<file path="src/hw/rtl/hkvr_pkg.sv">
// ----------------------------------------------------------------------------
// Hashed key/value registry package
// Shared constants, result codes and the controller/datapath interface types.
// ----------------------------------------------------------------------------
package hkvr_pkg;

  // Default sizing of the slot table.
  localparam int TABLE_SLOTS_DEF = 64;
  localparam int MAX_ENTRIES_DEF = 64;

  // Hash and home-slot reduction schedule.
  localparam int HASH_STEPS         = 6;
  localparam int MOD_BITS_PER_CYCLE = 4;
  localparam int MOD_CYCLES         = 64 / MOD_BITS_PER_CYCLE;
  localparam int STEP_W             = 4;

  localparam logic [63:0] HASH_XOR_MASK = 64'h0000_0000_7FFF_FFFF;

  // Operation codes.
  localparam logic OP_INSERT = 1'b0;
  localparam logic OP_LOOKUP = 1'b1;

  // Result status codes.
  localparam logic [1:0] ST_OK       = 2'd0;
  localparam logic [1:0] ST_FULL     = 2'd1;
  localparam logic [1:0] ST_MISSING  = 2'd2;
  localparam logic [1:0] ST_ZERO_KEY = 2'd3;

  // Commands from the controller to the datapath.
  typedef struct packed {
    logic              load;       // capture the input item
    logic              clr;        // write one empty slot of the clearing pass
    logic              hash;       // run one mix step
    logic              modr;       // run one reduction cycle
    logic [STEP_W-1:0] step;       // step index for hash and reduction
    logic              pstart;     // start the probe at the home slot
    logic              probe;      // read the next slot
    logic              ins_write;  // store the item in the slot just matched
    logic              fin;        // capture the result
    logic [1:0]        fin_status;
    logic              fin_value;  // take the found value from the slot read
    logic              out_load;   // move the result to the output register
  } hkvr_cmd_t;

  // Status from the datapath to the controller.
  typedef struct packed {
    logic key_zero;
    logic op_lookup;
    logic table_full;
    logic clr_last;
    logic hit;
    logic probe_end;
  } hkvr_stat_t;

endpackage

</file>
<file path="src/hw/rtl/hkvr_ctrl.sv">
// ----------------------------------------------------------------------------
// Hashed key/value registry controller
// Sequences the clearing pass, hashing, reduction, probe and result delivery.
// ----------------------------------------------------------------------------
module hkvr_ctrl (
  input  logic               clk,
  input  logic               rst,
  input  logic               in_valid,
  output logic               in_ready,
  output logic               out_valid,
  input  logic               out_ready,
  input  hkvr_pkg::hkvr_stat_t stat,
  output hkvr_pkg::hkvr_cmd_t  cmd
);

  import hkvr_pkg::*;

  typedef enum logic [2:0] {
    S_CLEAR,
    S_IDLE,
    S_HASH,
    S_MOD,
    S_PSTART,
    S_PROBE,
    S_EMIT
  } state_t;

  state_t            state, state_next;
  logic [STEP_W-1:0] cnt, cnt_next;
  logic              out_valid_next;

  assign in_ready = (state == S_IDLE);

  // Next state and command decode.
  always_comb begin
    state_next = state;
    cnt_next   = cnt;
    cmd        = '0;
    cmd.step   = cnt;
    unique case (state)
      S_CLEAR: begin
        cmd.clr = 1'b1;
        if (stat.clr_last) begin
          state_next = S_IDLE;
        end
      end
      S_IDLE: begin
        if (in_valid) begin
          cmd.load   = 1'b1;
          cnt_next   = '0;
          state_next = S_HASH;
        end
      end
      S_HASH: begin
        if (stat.key_zero) begin
          cmd.fin        = 1'b1;
          cmd.fin_status = ST_ZERO_KEY;
          state_next     = S_EMIT;
        end else if (!stat.op_lookup && stat.table_full) begin
          cmd.fin        = 1'b1;
          cmd.fin_status = ST_FULL;
          state_next     = S_EMIT;
        end else begin
          cmd.hash = 1'b1;
          if (cnt == STEP_W'(HASH_STEPS - 1)) begin
            cnt_next   = '0;
            state_next = S_MOD;
          end else begin
            cnt_next = cnt + STEP_W'(1);
          end
        end
      end
      S_MOD: begin
        cmd.modr = 1'b1;
        if (cnt == STEP_W'(MOD_CYCLES - 1)) begin
          state_next = S_PSTART;
        end else begin
          cnt_next = cnt + STEP_W'(1);
        end
      end
      S_PSTART: begin
        cmd.pstart = 1'b1;
        state_next = S_PROBE;
      end
      S_PROBE: begin
        if (stat.hit) begin
          cmd.fin        = 1'b1;
          cmd.fin_status = ST_OK;
          cmd.fin_value  = stat.op_lookup;
          cmd.ins_write  = !stat.op_lookup;
          state_next     = S_EMIT;
        end else if (stat.probe_end) begin
          cmd.fin        = 1'b1;
          cmd.fin_status = stat.op_lookup ? ST_MISSING : ST_FULL;
          state_next     = S_EMIT;
        end else begin
          cmd.probe = 1'b1;
        end
      end
      S_EMIT: begin
        if (!out_valid || out_ready) begin
          cmd.out_load = 1'b1;
          state_next   = S_IDLE;
        end
      end
      default: begin
        state_next = S_IDLE;
      end
    endcase
  end

  // Output valid follows the output register load and the downstream take.
  always_comb begin
    out_valid_next = out_valid;
    if (cmd.out_load) begin
      out_valid_next = 1'b1;
    end else if (out_ready) begin
      out_valid_next = 1'b0;
    end
  end

  // State and registered outputs.
  always_ff @(posedge clk) begin
    if (rst) begin
      state     <= S_CLEAR;
      cnt       <= '0;
      out_valid <= 1'b0;
    end else begin
      state     <= state_next;
      cnt       <= cnt_next;
      out_valid <= out_valid_next;
    end
  end

endmodule

</file>
<file path="config.mk">
export PLATFORM = sky130hd
export DESIGN_NAME = hkvr_ctrl
export DESIGN_NICKNAME = d
export VERILOG_FILES = /design/src/hw/rtl/hkvr_pkg.sv /design/src/hw/rtl/hkvr_ctrl.sv
export SDC_FILE = /design/constraint.sdc
export NUM_CORES = 1
export LEC_CHECK = 0
export BUFFER_PORTS_ARGS = -buffer_cell sky130_fd_sc_hd__buf_2
export CORE_UTILIZATION = 44
export CTS_CLUSTER_DIAMETER = 60
export DETAILED_ROUTE_END_ITERATION = 8
export PLACE_DENSITY = 0.73
export SLEW_MARGIN = 20
export SYNTH_ARGS = -nofsm -noshare
export SYNTH_HDL_FRONTEND = slang
export SYNTH_SLANG_ARGS = --single-unit
</file>
<file path="constraint.sdc">
create_clock -name clk -period 2.1 [get_ports clk]
set_clock_uncertainty 0.15 [all_clocks]
set_input_delay 0.21 -clock clk [delete_from_list [all_inputs] [get_ports clk]]
set_output_delay 0.21 -clock clk [all_outputs]
set_load 0.03 [all_outputs]
</file>
==> impl_metrics.prom, run 1 <==
# TYPE chip_impl_metric gauge
chip_impl_metric{name="register_area",unit="um2"} 163.9
chip_impl_metric{name="antenna_cells",unit=""} 0
chip_impl_metric{name="ctsHoldBuffers",unit=""} 0
chip_impl_metric{name="power_switching",unit="uW"} 451.2
chip_impl_metric{name="std_cell_rows",unit=""} 14
chip_impl_info{name="yosys-top-cells-area",value="sky130_fd_sc_hd__dfxtp_1, sky130_fd_sc_hd__nor3_1, sky130_fd_sc_hd__nand4_1"} 1
chip_impl_metric{name="routed_via_density",unit=""} 5.910
chip_impl_info{name="status",value="complete, no violations"} 1
chip_impl_metric{name="grt_usage",unit="%"} 22.93
chip_impl_metric{name="max-vdd-ir-drop",unit="V"} 0.0006037
chip_impl_metric{name="ys_async_sr_fraction",unit="%"} 0
chip_impl_info{name="cts_tree",value="yes"} 1
chip_impl_metric{name="final_antenna_net_count",unit=""} 0
chip_impl_metric{name="internal_power",unit="uW"} 455.8
chip_impl_metric{name="synth_edf_count",unit=""} 0
chip_impl_metric{name="synthDominantCellAreaShare",unit="%"} 22.54
chip_impl_metric{name="initial_core_util",unit="%"} 47.18
chip_impl_metric{name="place.detailed.instances",unit=""} 130
chip_impl_metric{name="fp.coreArea",unit="um2"} 1506
chip_impl_metric{name="tightestPinTransition",unit="ps"} 417.1
chip_impl_metric{name="multi_input_area",unit="um2"} 495.5
chip_impl_metric{name="drt_iter0_markers",unit=""} 35
chip_impl_metric{name="fp.dieW",unit="um"} 42.19
chip_impl_metric{name="route.final.wire_length",unit="mm"} 1.849
chip_impl_metric{name="power.static_leakage",unit="nW"} 0.4011
chip_impl_metric{name="first_global_vias",unit=""} 701
chip_impl_metric{name="achievable-frequency",unit="MHz"} 512.0
chip_impl_metric{name="finalNetCount",unit=""} 131
chip_impl_metric{name="maxSlewViolCount",unit=""} 0
chip_impl_metric{name="timing.slew.headroom",unit="%"} 72.20
chip_impl_metric{name="antenna_found_initial",unit=""} 0
chip_impl_info{name="timing.critical_path.from_type",value="flop"} 1
chip_impl_metric{name="route.vias.total",unit=""} 786
chip_impl_metric{name="clock_tree.buffer_depth",unit=""} 2
chip_impl_metric{name="power.clock.fraction",unit="%"} 13.7
chip_impl_metric{name="clk_latency",unit="ps"} 260
chip_impl_metric{name="total_power",unit="uW"} 906.9
chip_impl_metric{name="hpwl_reported_at_the_end_of_detailed_placement",unit="mm"} 1.301
chip_impl_metric{name="maxCapViolCount",unit=""} 0
chip_impl_metric{name="crit_path_max_incr_delay",unit="ps"} 430
chip_impl_info{name="critPathSlowestCell",value="sky130_fd_sc_hd__dfxtp_2"} 1
chip_impl_metric{name="design.die.area",unit="um2"} 1780
chip_impl_info{name="crit_chain",value="nor3b_4 > o21a_1 > a21o_1 > buf_2"} 1
chip_impl_info{name="ys_dominant_reg_cell",value="sky130_fd_sc_hd__dfxtp_1"} 1
chip_impl_metric{name="number_of_h_tree_levels",unit=""} 1
chip_impl_metric{name="timing.critical_path.fanout_max",unit=""} 12
chip_impl_info{name="post_synth_most_frequent_cells",value="sky130_fd_sc_hd__dfxtp_1, sky130_fd_sc_hd__nor3_1, sky130_fd_sc_hd__inv_1, sky130_fd_sc_hd__nand4_1, sky130_fd_sc_hd__nor2_1"} 1
chip_impl_metric{name="clkTransAtPathRegs",unit="ps"} 60
chip_impl_metric{name="synth_nets",unit=""} 102
chip_impl_metric{name="area_growth_syn_to_layout",unit="%"} 23.59
chip_impl_metric{name="synth_cells",unit=""} 90
chip_impl_metric{name="setup_tns",unit="ps"} 0
chip_impl_metric{name="nFillCells",unit=""} 139
chip_impl_metric{name="fin_crit",unit="ps"} 1953
chip_impl_metric{name="postSynthAreaPerCell",unit="um2"} 7.896
chip_impl_info{name="cts_root_buffer",value="sky130_fd_sc_hd__clkbuf_4"} 1
chip_impl_metric{name="cp.required",unit="ps"} 1740
chip_impl_info{name="timing_worst_setup_path_type",value="flop to output pin"} 1
chip_impl_info{name="end_kind",value="output pin"} 1
chip_impl_metric{name="setup_viol",unit=""} 0
chip_impl_metric{name="io_buffer_count",unit=""} 27
chip_impl_metric{name="syn-cell-area",unit="um2"} 710.7
chip_impl_metric{name="drtPass1Iterations",unit=""} 4
chip_impl_metric{name="ratio_of_total_power_to_cell_area",unit="nW/um2"} 1033
chip_impl_metric{name="chipHeight",unit="um"} 42.19
chip_impl_metric{name="power_switching_share",unit="%"} 49.74
chip_impl_info{name="cell_taking_the_most_area_after_synthesis",value="sky130_fd_sc_hd__dfxtp_1"} 1
chip_impl_metric{name="io_pins",unit=""} 28
chip_impl_metric{name="synth.yosys.seq_area_share",unit="%"} 22.54
chip_impl_metric{name="cts_num_sinks",unit=""} 8
chip_impl_info{name="unrepaired_setup_endpoints_after_global_routing",value="false"} 1
chip_impl_metric{name="power.share.sequential",unit="%"} 28.9
chip_impl_metric{name="maximum_number_of_pins_on_one_net_before_global_route_repair",unit=""} 15
chip_impl_metric{name="overflow",unit=""} 0
chip_impl_metric{name="route.detailed.wl_per_inst",unit="um"} 13.90
chip_impl_metric{name="layout-drive-gt1-share",unit="%"} 36.75
chip_impl_metric{name="timing.final.hold_violations",unit=""} 0
chip_impl_metric{name="ratio_of_final_minimum_period_to_clock_period",unit="%"} 93.00
chip_impl_metric{name="fin_cells",unit=""} 133
chip_impl_metric{name="place.gp.congestion",unit=""} 0.7991
chip_impl_info{name="hold_path.class",value="input pin to flop"} 1
chip_impl_metric{name="yosysWarningCount",unit=""} 0
chip_impl_metric{name="drc",unit=""} 0
chip_impl_metric{name="synth_seq_cells",unit=""} 8
chip_impl_metric{name="wire_length_of_the_first_global_routing_pass",unit="mm"} 3.187
chip_impl_metric{name="worst-endpoint-arrival",unit="ps"} 1590
chip_impl_metric{name="combPwrFrac",unit="%"} 57.4
chip_impl_metric{name="cts_made_buffers",unit=""} 3
chip_impl_metric{name="post_synth_num_cell_types",unit=""} 44
chip_impl_metric{name="postCtsSetupRepairBufs",unit=""} 0
## critical path: cells and delay by family (launching register included)
| family | cells | cell delay (ps) |
|---|---|---|
| AOI/OAI and AO/OA | 2 | 450 |
| and+or+nand+nor | 1 | 270 |
| DFF | 1 | 430 |
| buffers and inverters | 1 | 180 |
## routing by layer
metal	global-route usage (%)	vias up	share of wire, %
li1	-	403	-
met1	32.54	350	49
met2	33.85	31	44
met3	3.017	2	5.8
met4	11.25	0	1.0
met5	0	-	0
## placed cells by master (no fill, tap or decap), types with 2 or more instances in the layout
cell,n
sky130_fd_sc_hd__nand3_1,2
sky130_fd_sc_hd__inv_1,6
sky130_fd_sc_hd__buf_2,27
sky130_fd_sc_hd__nand3b_1,2
sky130_fd_sc_hd__ha_1,2
sky130_fd_sc_hd__o31ai_1,2
sky130_fd_sc_hd__o32ai_1,2
sky130_fd_sc_hd__dfxtp_2,3
sky130_fd_sc_hd__a21oi_1,3
sky130_fd_sc_hd__nand4_1,6
sky130_fd_sc_hd__a31o_1,2
sky130_fd_sc_hd__nor2_1,4
sky130_fd_sc_hd__and3_1,3
sky130_fd_sc_hd__dfxtp_1,5
sky130_fd_sc_hd__nand2_1,3
sky130_fd_sc_hd__nor4_1,2
sky130_fd_sc_hd__clkbuf_4,3
sky130_fd_sc_hd__buf_4,2
sky130_fd_sc_hd__o41ai_1,2
sky130_fd_sc_hd__nand2b_1,2
sky130_fd_sc_hd__nor2b_1,3
sky130_fd_sc_hd__nor3_1,8
## path summary, 6_finish.rpt
check        startpoint   endpoint  slack [ps]  cells after the start
max            state[1]     cmd[2]         150                      4
min                 rst   state[1]          90                      2
max reg2reg      cnt[1]   state[0]         150                      6
min reg2reg   out_valid  out_valid         380                      2
## final cells by class
type	instances	area share [%]
repair buffers	29	17.09
inverters	7	2.991
multi-input cells	70	56.41
well taps	16	2.279
clock buffers	3	2.564
flip-flops and latches	8	18.66
## metrics by stage
| step | area, um2 | hold WS, ps | setup WS, ps | util (%) |
|---|---|---|---|---|
| floorplan | 710.7 | 256.9 | 90.39 | - |
| global placement | 852.1 | 353.3 | 230.3 | 56.56 |
| detailed placement | 852.1 | 365.7 | 201.1 | 56.56 |
| CTS | 875.8 | 86.99 | 24.38 | 58.14 |
| global route | 878.3 | 100.8 | 43.53 | 58.31 |
| finish | 878.3 | 88.69 | 146.9 | 58.31 |
## flip-flops by register name, indices dropped and copies added, names as in the netlist
name	cells
cnt	4
out_valid	1
state	3
## cells by family (layout without fill, tap and decap cells)
kind of cell | after synthesis | in the layout | synth area share (%)
flip-flops | 8 | 8 | 22.53
AND/OR/NAND/NOR | 45 | 45 | 40.85
adder cells (fa/ha/maj) | 2 | 2 | 3.521
AO/OA/AOI/OAI | 23 | 23 | 25.35
buffers and inverters | 12 | 39 | 7.745
## power groups by stage
stage / registers, mW / clock network (mW) / logic, mW
5_1_grt: 0.271 / 0.133 / 0.570
3_3_place_gp: 0.253 / 0 / 0.513
3_5_place_dp: 0.258 / 0 / 0.518
6_report: 0.262 / 0.124 / 0.521
2_1_floorplan: 0.214 / 0 / 0.439
4_1_cts: 0.256 / 0.127 / 0.521
## what timing repair did
action | CTS | global route
gates resized for setup | 1 | 2
endpoints found under the setup margin | 2 | 3
gates cloned | 0 | 0
(Power assumes the default switching activity.)
==> inputs of run 2 (changes only) <==
RECOVER_POWER = 25   (was not set)
==> impl_metrics.prom, run 2 (synthesis results as in run 1) <==
# TYPE chip_impl_metric gauge
chip_impl_info{name="status",value="complete, no violations"} 1
chip_impl_metric{name="design.die.area",unit="um2"} 1780
chip_impl_metric{name="worst_hold_slack",unit="ps"} 88.87
chip_impl_metric{name="hpwl_reported_at_the_end_of_detailed_placement",unit="mm"} 1.301
chip_impl_metric{name="antenna_found_initial",unit=""} 0
chip_impl_metric{name="area_growth_syn_to_layout",unit="%"} 22.71
chip_impl_metric{name="min_delay_path_depth",unit=""} 2
chip_impl_metric{name="routed_via_density",unit=""} 5.857
chip_impl_metric{name="clk_latency",unit="ps"} 260
chip_impl_metric{name="power.clock.fraction",unit="%"} 13.6
chip_impl_metric{name="number_of_h_tree_levels",unit=""} 1
chip_impl_metric{name="drtPass1Iterations",unit=""} 4
chip_impl_metric{name="crit_path_max_incr_delay",unit="ps"} 430
chip_impl_info{name="cts_root_buffer",value="sky130_fd_sc_hd__clkbuf_4"} 1
chip_impl_metric{name="layout-drive-gt1-share",unit="%"} 32.48
chip_impl_metric{name="route.final.wire_length",unit="mm"} 1.828
chip_impl_info{name="rr_startpoint",value="cnt[1]"} 1
chip_impl_info{name="cts_tree",value="yes"} 1
chip_impl_metric{name="timing.reg2reg.worst_path_depth",unit=""} 6
chip_impl_metric{name="register_area",unit="um2"} 163.9
chip_impl_metric{name="cp.required",unit="ps"} 1740
chip_impl_metric{name="power_switching_share",unit="%"} 49.81
chip_impl_metric{name="largest_reg_flops",unit=""} 4
chip_impl_metric{name="io_buffer_count",unit=""} 27
chip_impl_metric{name="route.vias.total",unit=""} 779
chip_impl_metric{name="cts_num_sinks",unit=""} 8
chip_impl_metric{name="fp.coreArea",unit="um2"} 1506
chip_impl_metric{name="place_worst_setup_slack",unit="ps"} 201.1
chip_impl_info{name="final_cell_mix",value="sky130_fd_sc_hd__buf_2, sky130_fd_sc_hd__nor3_1, sky130_fd_sc_hd__inv_1, sky130_fd_sc_hd__nand4_1"} 1
chip_impl_metric{name="timing.reg2reg.setup_slack",unit="ps"} 160
chip_impl_info{name="crit-reg2reg-capture",value="state[0]"} 1
chip_impl_metric{name="power_switching",unit="uW"} 451.5
chip_impl_metric{name="fp.dieW",unit="um"} 42.19
chip_impl_metric{name="io_pins",unit=""} 28
chip_impl_metric{name="maxSlewViolCount",unit=""} 0
chip_impl_info{name="critPathTopFamily",value="compound AO/OA/AOI/OAI gates"} 1
chip_impl_metric{name="clkTransAtPathRegs",unit="ps"} 60
chip_impl_metric{name="internal_power",unit="uW"} 454.9
chip_impl_metric{name="worst-endpoint-arrival",unit="ps"} 1590
chip_impl_metric{name="path_depth",unit=""} 4
chip_impl_info{name="regMostFlops",value="cnt"} 1
chip_impl_info{name="critPathSlowestCell",value="sky130_fd_sc_hd__dfxtp_2"} 1
chip_impl_info{name="timing_worst_setup_path_type",value="flop to output pin"} 1
chip_impl_metric{name="finalNetCount",unit=""} 131
chip_impl_metric{name="fin_crit",unit="ps"} 1955
chip_impl_metric{name="first_global_vias",unit=""} 701
chip_impl_metric{name="power.share.sequential",unit="%"} 28.9
chip_impl_metric{name="critPathBufInv",unit=""} 1
chip_impl_metric{name="power.static_leakage",unit="nW"} 0.3791
chip_impl_metric{name="ratio_of_total_power_to_cell_area",unit="nW/um2"} 1039
chip_impl_metric{name="ctsHoldBuffers",unit=""} 0
chip_impl_info{name="biggest_registers_after_layout",value="cnt: 4 flops, state: 3 flops, out_valid: 1 flops"} 1
chip_impl_info{name="end_kind",value="output pin"} 1
chip_impl_info{name="worst_hold_startpoint",value="rst"} 1
chip_impl_metric{name="nFillCells",unit=""} 143
chip_impl_metric{name="initial_core_util",unit="%"} 47.18
chip_impl_metric{name="clock_tree.buffer_depth",unit=""} 2
chip_impl_metric{name="drt_iter0_markers",unit=""} 33
chip_impl_metric{name="antenna_cells",unit=""} 0
chip_impl_metric{name="setup_tns",unit="ps"} 0
chip_impl_metric{name="maximum_number_of_pins_on_one_net_before_global_route_repair",unit=""} 15
chip_impl_metric{name="cts_made_buffers",unit=""} 3
chip_impl_metric{name="setup_viol",unit=""} 0
chip_impl_metric{name="std_cell_rows",unit=""} 14
chip_impl_metric{name="achievable-frequency",unit="MHz"} 511.6
chip_impl_metric{name="chipHeight",unit="um"} 42.19
chip_impl_metric{name="route.detailed.wl_per_inst",unit="um"} 13.74
chip_impl_metric{name="total_power",unit="uW"} 906.4
chip_impl_metric{name="grt_usage",unit="%"} 22.93
chip_impl_info{name="timing.critical_path.from_type",value="flop"} 1
chip_impl_info{name="unrepaired_setup_endpoints_after_global_routing",value="false"} 1
chip_impl_info{name="min_to",value="state[1]"} 1
chip_impl_metric{name="final_antenna_net_count",unit=""} 0
chip_impl_metric{name="timing.slew.headroom",unit="%"} 71.20
chip_impl_metric{name="combPwrFrac",unit="%"} 57.5
chip_impl_info{name="hold_path.class",value="input pin to flop"} 1
chip_impl_metric{name="wire_length_of_the_first_global_routing_pass",unit="mm"} 3.187
chip_impl_metric{name="drc",unit=""} 0
chip_impl_metric{name="place.gp.congestion",unit=""} 0.7991
chip_impl_metric{name="overflow",unit=""} 0
chip_impl_metric{name="multi_input_area",unit="um2"} 495.5
chip_impl_metric{name="ratio_of_final_minimum_period_to_clock_period",unit="%"} 93.07
chip_impl_metric{name="max-vdd-ir-drop",unit="V"} 0.0006014
chip_impl_metric{name="setup_ws",unit="ps"} 145.5
chip_impl_metric{name="timing.final.hold_violations",unit=""} 0
chip_impl_metric{name="timing.critical_path.fanout_max",unit=""} 12
chip_impl_metric{name="tightestPinTransition",unit="ps"} 432.1
chip_impl_info{name="crit_chain",value="nor3b_4 > o21a_1 > a21o_1 > buf_2"} 1
chip_impl_info{name="final_common_cell",value="sky130_fd_sc_hd__buf_2"} 1
chip_impl_metric{name="maxCapViolCount",unit=""} 0
chip_impl_metric{name="postLayoutCoreUtil",unit="%"} 57.89
## run 2: worst max path at each step
| stage | slack, ps | from | end |
|---|---|---|---|
| finish | 150 | state[1] | cmd[2] |
| global placement | 230 | state[2] | cmd[3] |
| global route | 40 | state[1] | cmd[2] |
| CTS | 20 | state[0] | cmd[3] |
| floorplan | 90 | cnt[1] | state[0] |
| detailed placement | 200 | state[1] | state[0] |
## run 2: layer usage
layer,vias up,part of all wire (%),global-route usage [%]
li1,403,-,-
met1,345,49,32.54
met2,29,43,33.85
met3,2,6.1,3.017
met4,0,1.0,11.25
met5,-,0,0
## run 2: cell type report
class,instances,share of cell area [%]
multi-input cells,70,56.81
flip-flops and latches,8,18.79
repair buffers,29,16.50
inverters,7,3.013
clock buffers,3,2.582
well taps,16,2.296
## run 2: repair_timing
action / in CTS / in global routing
endpoints found under the setup margin: 2 / 3
resized for setup: 1 / 2
buffers inserted: 0 / 0
## run 2: power by group through the flow
| stage | registers (mW) | clock network, mW | logic (mW) |
|---|---|---|---|
| final | 0.262 | 0.124 | 0.521 |
| after global routing | 0.271 | 0.133 | 0.569 |
| after CTS | 0.256 | 0.127 | 0.521 |
| after detailed placement | 0.258 | 0 | 0.518 |
| after global placement | 0.253 | 0 | 0.513 |
| after floorplan | 0.214 | 0 | 0.439 |
## run 2: per-stage QoR
stage	cells	area, um2
global route	133	872.1
detailed placement	130	852.1
finish	133	872.1
floorplan	90	710.7
CTS	133	875.8
global placement	130	852.1
==> inputs of run 3 (changes only) <==
GPL_TIMING_DRIVEN = 0   (was not set)
==> impl_metrics.prom, run 3 (synthesis results as in run 1) <==
# TYPE chip_impl_metric gauge
chip_impl_info{name="cts_root_buffer",value="sky130_fd_sc_hd__clkbuf_4"} 1
chip_impl_metric{name="clkTransAtPathRegs",unit="ps"} 60
chip_impl_metric{name="cts_made_buffers",unit=""} 3
chip_impl_info{name="timing.critical_path.from_type",value="flop"} 1
chip_impl_info{name="final_common_cell",value="sky130_fd_sc_hd__buf_2"} 1
chip_impl_metric{name="maxSlewViolCount",unit=""} 0
chip_impl_metric{name="io_buffer_count",unit=""} 27
chip_impl_metric{name="route.vias.total",unit=""} 803
chip_impl_info{name="hold_path.class",value="input pin to flop"} 1
chip_impl_metric{name="setup_ws",unit="ps"} 168.9
chip_impl_metric{name="power.static_leakage",unit="nW"} 0.3909
chip_impl_metric{name="antenna_found_initial",unit=""} 0
chip_impl_metric{name="ctsHoldBuffers",unit=""} 0
chip_impl_metric{name="hpwl_reported_at_the_end_of_detailed_placement",unit="mm"} 1.343
chip_impl_info{name="status",value="complete, no violations"} 1
chip_impl_metric{name="maximum_number_of_pins_on_one_net_before_global_route_repair",unit=""} 11
chip_impl_metric{name="ratio_of_final_minimum_period_to_clock_period",unit="%"} 91.96
chip_impl_metric{name="gates_resized_cts_repair",unit=""} 0
chip_impl_metric{name="antenna_cells",unit=""} 0
chip_impl_metric{name="globalRouteMet2Util",unit="%"} 32.31
chip_impl_info{name="grt-busiest-layer",value="met2"} 1
chip_impl_info{name="cts_tree",value="yes"} 1
chip_impl_metric{name="first_global_vias",unit=""} 714
chip_impl_info{name="final_cell_mix",value="sky130_fd_sc_hd__buf_2, sky130_fd_sc_hd__nor3_1, sky130_fd_sc_hd__dfxtp_1"} 1
chip_impl_metric{name="design.die.area",unit="um2"} 1780
chip_impl_metric{name="timing.slew.headroom",unit="%"} 69.15
chip_impl_metric{name="setup_tns",unit="ps"} 0
chip_impl_info{name="regMostFlops",value="cnt"} 1
chip_impl_metric{name="fp.coreArea",unit="um2"} 1506
chip_impl_metric{name="place_worst_setup_slack",unit="ps"} 203.1
chip_impl_info{name="timing_worst_setup_path_type",value="flop to output pin"} 1
chip_impl_info{name="critPathSlowestCell",value="sky130_fd_sc_hd__dfxtp_1"} 1
chip_impl_metric{name="achievable-frequency",unit="MHz"} 517.8
chip_impl_metric{name="postCtsSetupRepairBufs",unit=""} 0
chip_impl_metric{name="io_pins",unit=""} 28
chip_impl_metric{name="max-vdd-ir-drop",unit="V"} 0.0005227
chip_impl_metric{name="drt_iter0_markers",unit=""} 17
chip_impl_metric{name="ratio_of_total_power_to_cell_area",unit="nW/um2"} 1037
chip_impl_metric{name="m1_gr_usage",unit="%"} 29.26
chip_impl_info{name="end_kind",value="output pin"} 1
chip_impl_metric{name="finalNetCount",unit=""} 134
chip_impl_metric{name="cts_num_sinks",unit=""} 8
chip_impl_info{name="crit_chain",value="nand3b_1 > nor3b_1 > a22o_2 > buf_2"} 1
chip_impl_metric{name="route.final.wire_length",unit="mm"} 1.792
chip_impl_metric{name="clk_latency",unit="ps"} 270
chip_impl_metric{name="timing.critical_path.fanout_max",unit=""} 6
chip_impl_metric{name="final_cell_area",unit="um2"} 882.1
chip_impl_metric{name="place.gp.congestion",unit=""} 0.8444
chip_impl_metric{name="drtPass1Iterations",unit=""} 4
chip_impl_metric{name="fp.dieW",unit="um"} 42.19
chip_impl_metric{name="wire_length_of_the_first_global_routing_pass",unit="mm"} 2.994
chip_impl_metric{name="chipHeight",unit="um"} 42.19
chip_impl_metric{name="timing.final.hold_violations",unit=""} 0
chip_impl_metric{name="timing.reg2reg.setup_slack",unit="ps"} 200
chip_impl_metric{name="tightestPinTransition",unit="ps"} 462.7
chip_impl_metric{name="nFillCells",unit=""} 154
chip_impl_metric{name="std_cell_rows",unit=""} 14
chip_impl_metric{name="grtUsageMet3",unit="%"} 3.448
chip_impl_metric{name="largest_reg_flops",unit=""} 4
chip_impl_metric{name="postLayoutCoreUtil",unit="%"} 58.55
chip_impl_metric{name="final_antenna_net_count",unit=""} 0
chip_impl_info{name="unrepaired_setup_endpoints_after_global_routing",value="false"} 1
chip_impl_metric{name="crit_path_max_incr_delay",unit="ps"} 440
chip_impl_metric{name="drc",unit=""} 0
chip_impl_metric{name="number_of_h_tree_levels",unit=""} 1
chip_impl_metric{name="initial_core_util",unit="%"} 47.18
chip_impl_metric{name="worst_hold_slack",unit="ps"} 104.9
chip_impl_metric{name="fin_crit",unit="ps"} 1931
chip_impl_metric{name="route.detailed.wl_per_inst",unit="um"} 13.18
chip_impl_metric{name="dpl-instance-area",unit="um2"} 865.8
chip_impl_metric{name="overflow",unit=""} 0
chip_impl_metric{name="worst-endpoint-arrival",unit="ps"} 1570
chip_impl_metric{name="layout-drive-gt1-share",unit="%"} 30.83
chip_impl_metric{name="routed_via_density",unit=""} 5.904
chip_impl_metric{name="clock_tree.buffer_depth",unit=""} 2
chip_impl_info{name="biggest_registers_after_layout",value="cnt: 4 flops, state: 3 flops, out_valid: 1 flops"} 1
chip_impl_metric{name="maxCapViolCount",unit=""} 0
chip_impl_metric{name="cp.required",unit="ps"} 1740
chip_impl_metric{name="area_growth_syn_to_layout",unit="%"} 24.12
chip_impl_metric{name="grt_usage",unit="%"} 21.64
chip_impl_metric{name="setup_viol",unit=""} 0
[run 3: cell types whose count changed in the layout (fill, tap and decap cells not counted), sizes merged]
cell    delta
buf        +2
clkbuf     +1
[run 3: worst max-delay path: cells and delay by family, from the launching register on]
kind	cells	cell delay [ps]
simple gates	2	510
flops	1	440
compound gates	1	180
buf+inv	1	180
[run 3: area by class of cell]
type / instances / area (um2) / area share (%)
inverter: 7 / 26.28 / 2.979
buffer: 5 / 28.78 / 3.262
tap: 16 / 20.02 / 2.270
timing repair buffer: 27 / 128.9 / 14.61
sequential: 8 / 160.2 / 18.16
clock buffer: 3 / 22.52 / 2.553
multi-input combinational: 70 / 495.5 / 56.17
[run 3: per-stage QoR]
stage               cells  power (mW)
finish                136      0.9143
CTS                   136      0.9158
detailed placement    133      0.7877
floorplan              90      0.6533
global route          136      0.9684
global placement      133      0.7800
[run 3: routing by layer]
layer | vias up | wire, um
met5 | - | 0
met4 | 0 | 40
met3 | 4 | 116
met2 | 32 | 763
met1 | 360 | 872
li1 | 407 | -
[run 3: worst paths after layout]
| path | depth (start not counted) | startpoint | endpoint |
|---|---|---|---|
| max | 4 | state[0] | cmd[3] |
| min reg2reg | 2 | cnt[1] | cnt[1] |
| max reg2reg | 6 | cnt[1] | state[0] |
| min | 3 | rst | cnt[3] |
[run 3: report_power, final]
part	switching (mW)	internal, mW
combinational	0.359	0.216
sequential	0.0364	0.177
clock	0.0606	0.0660
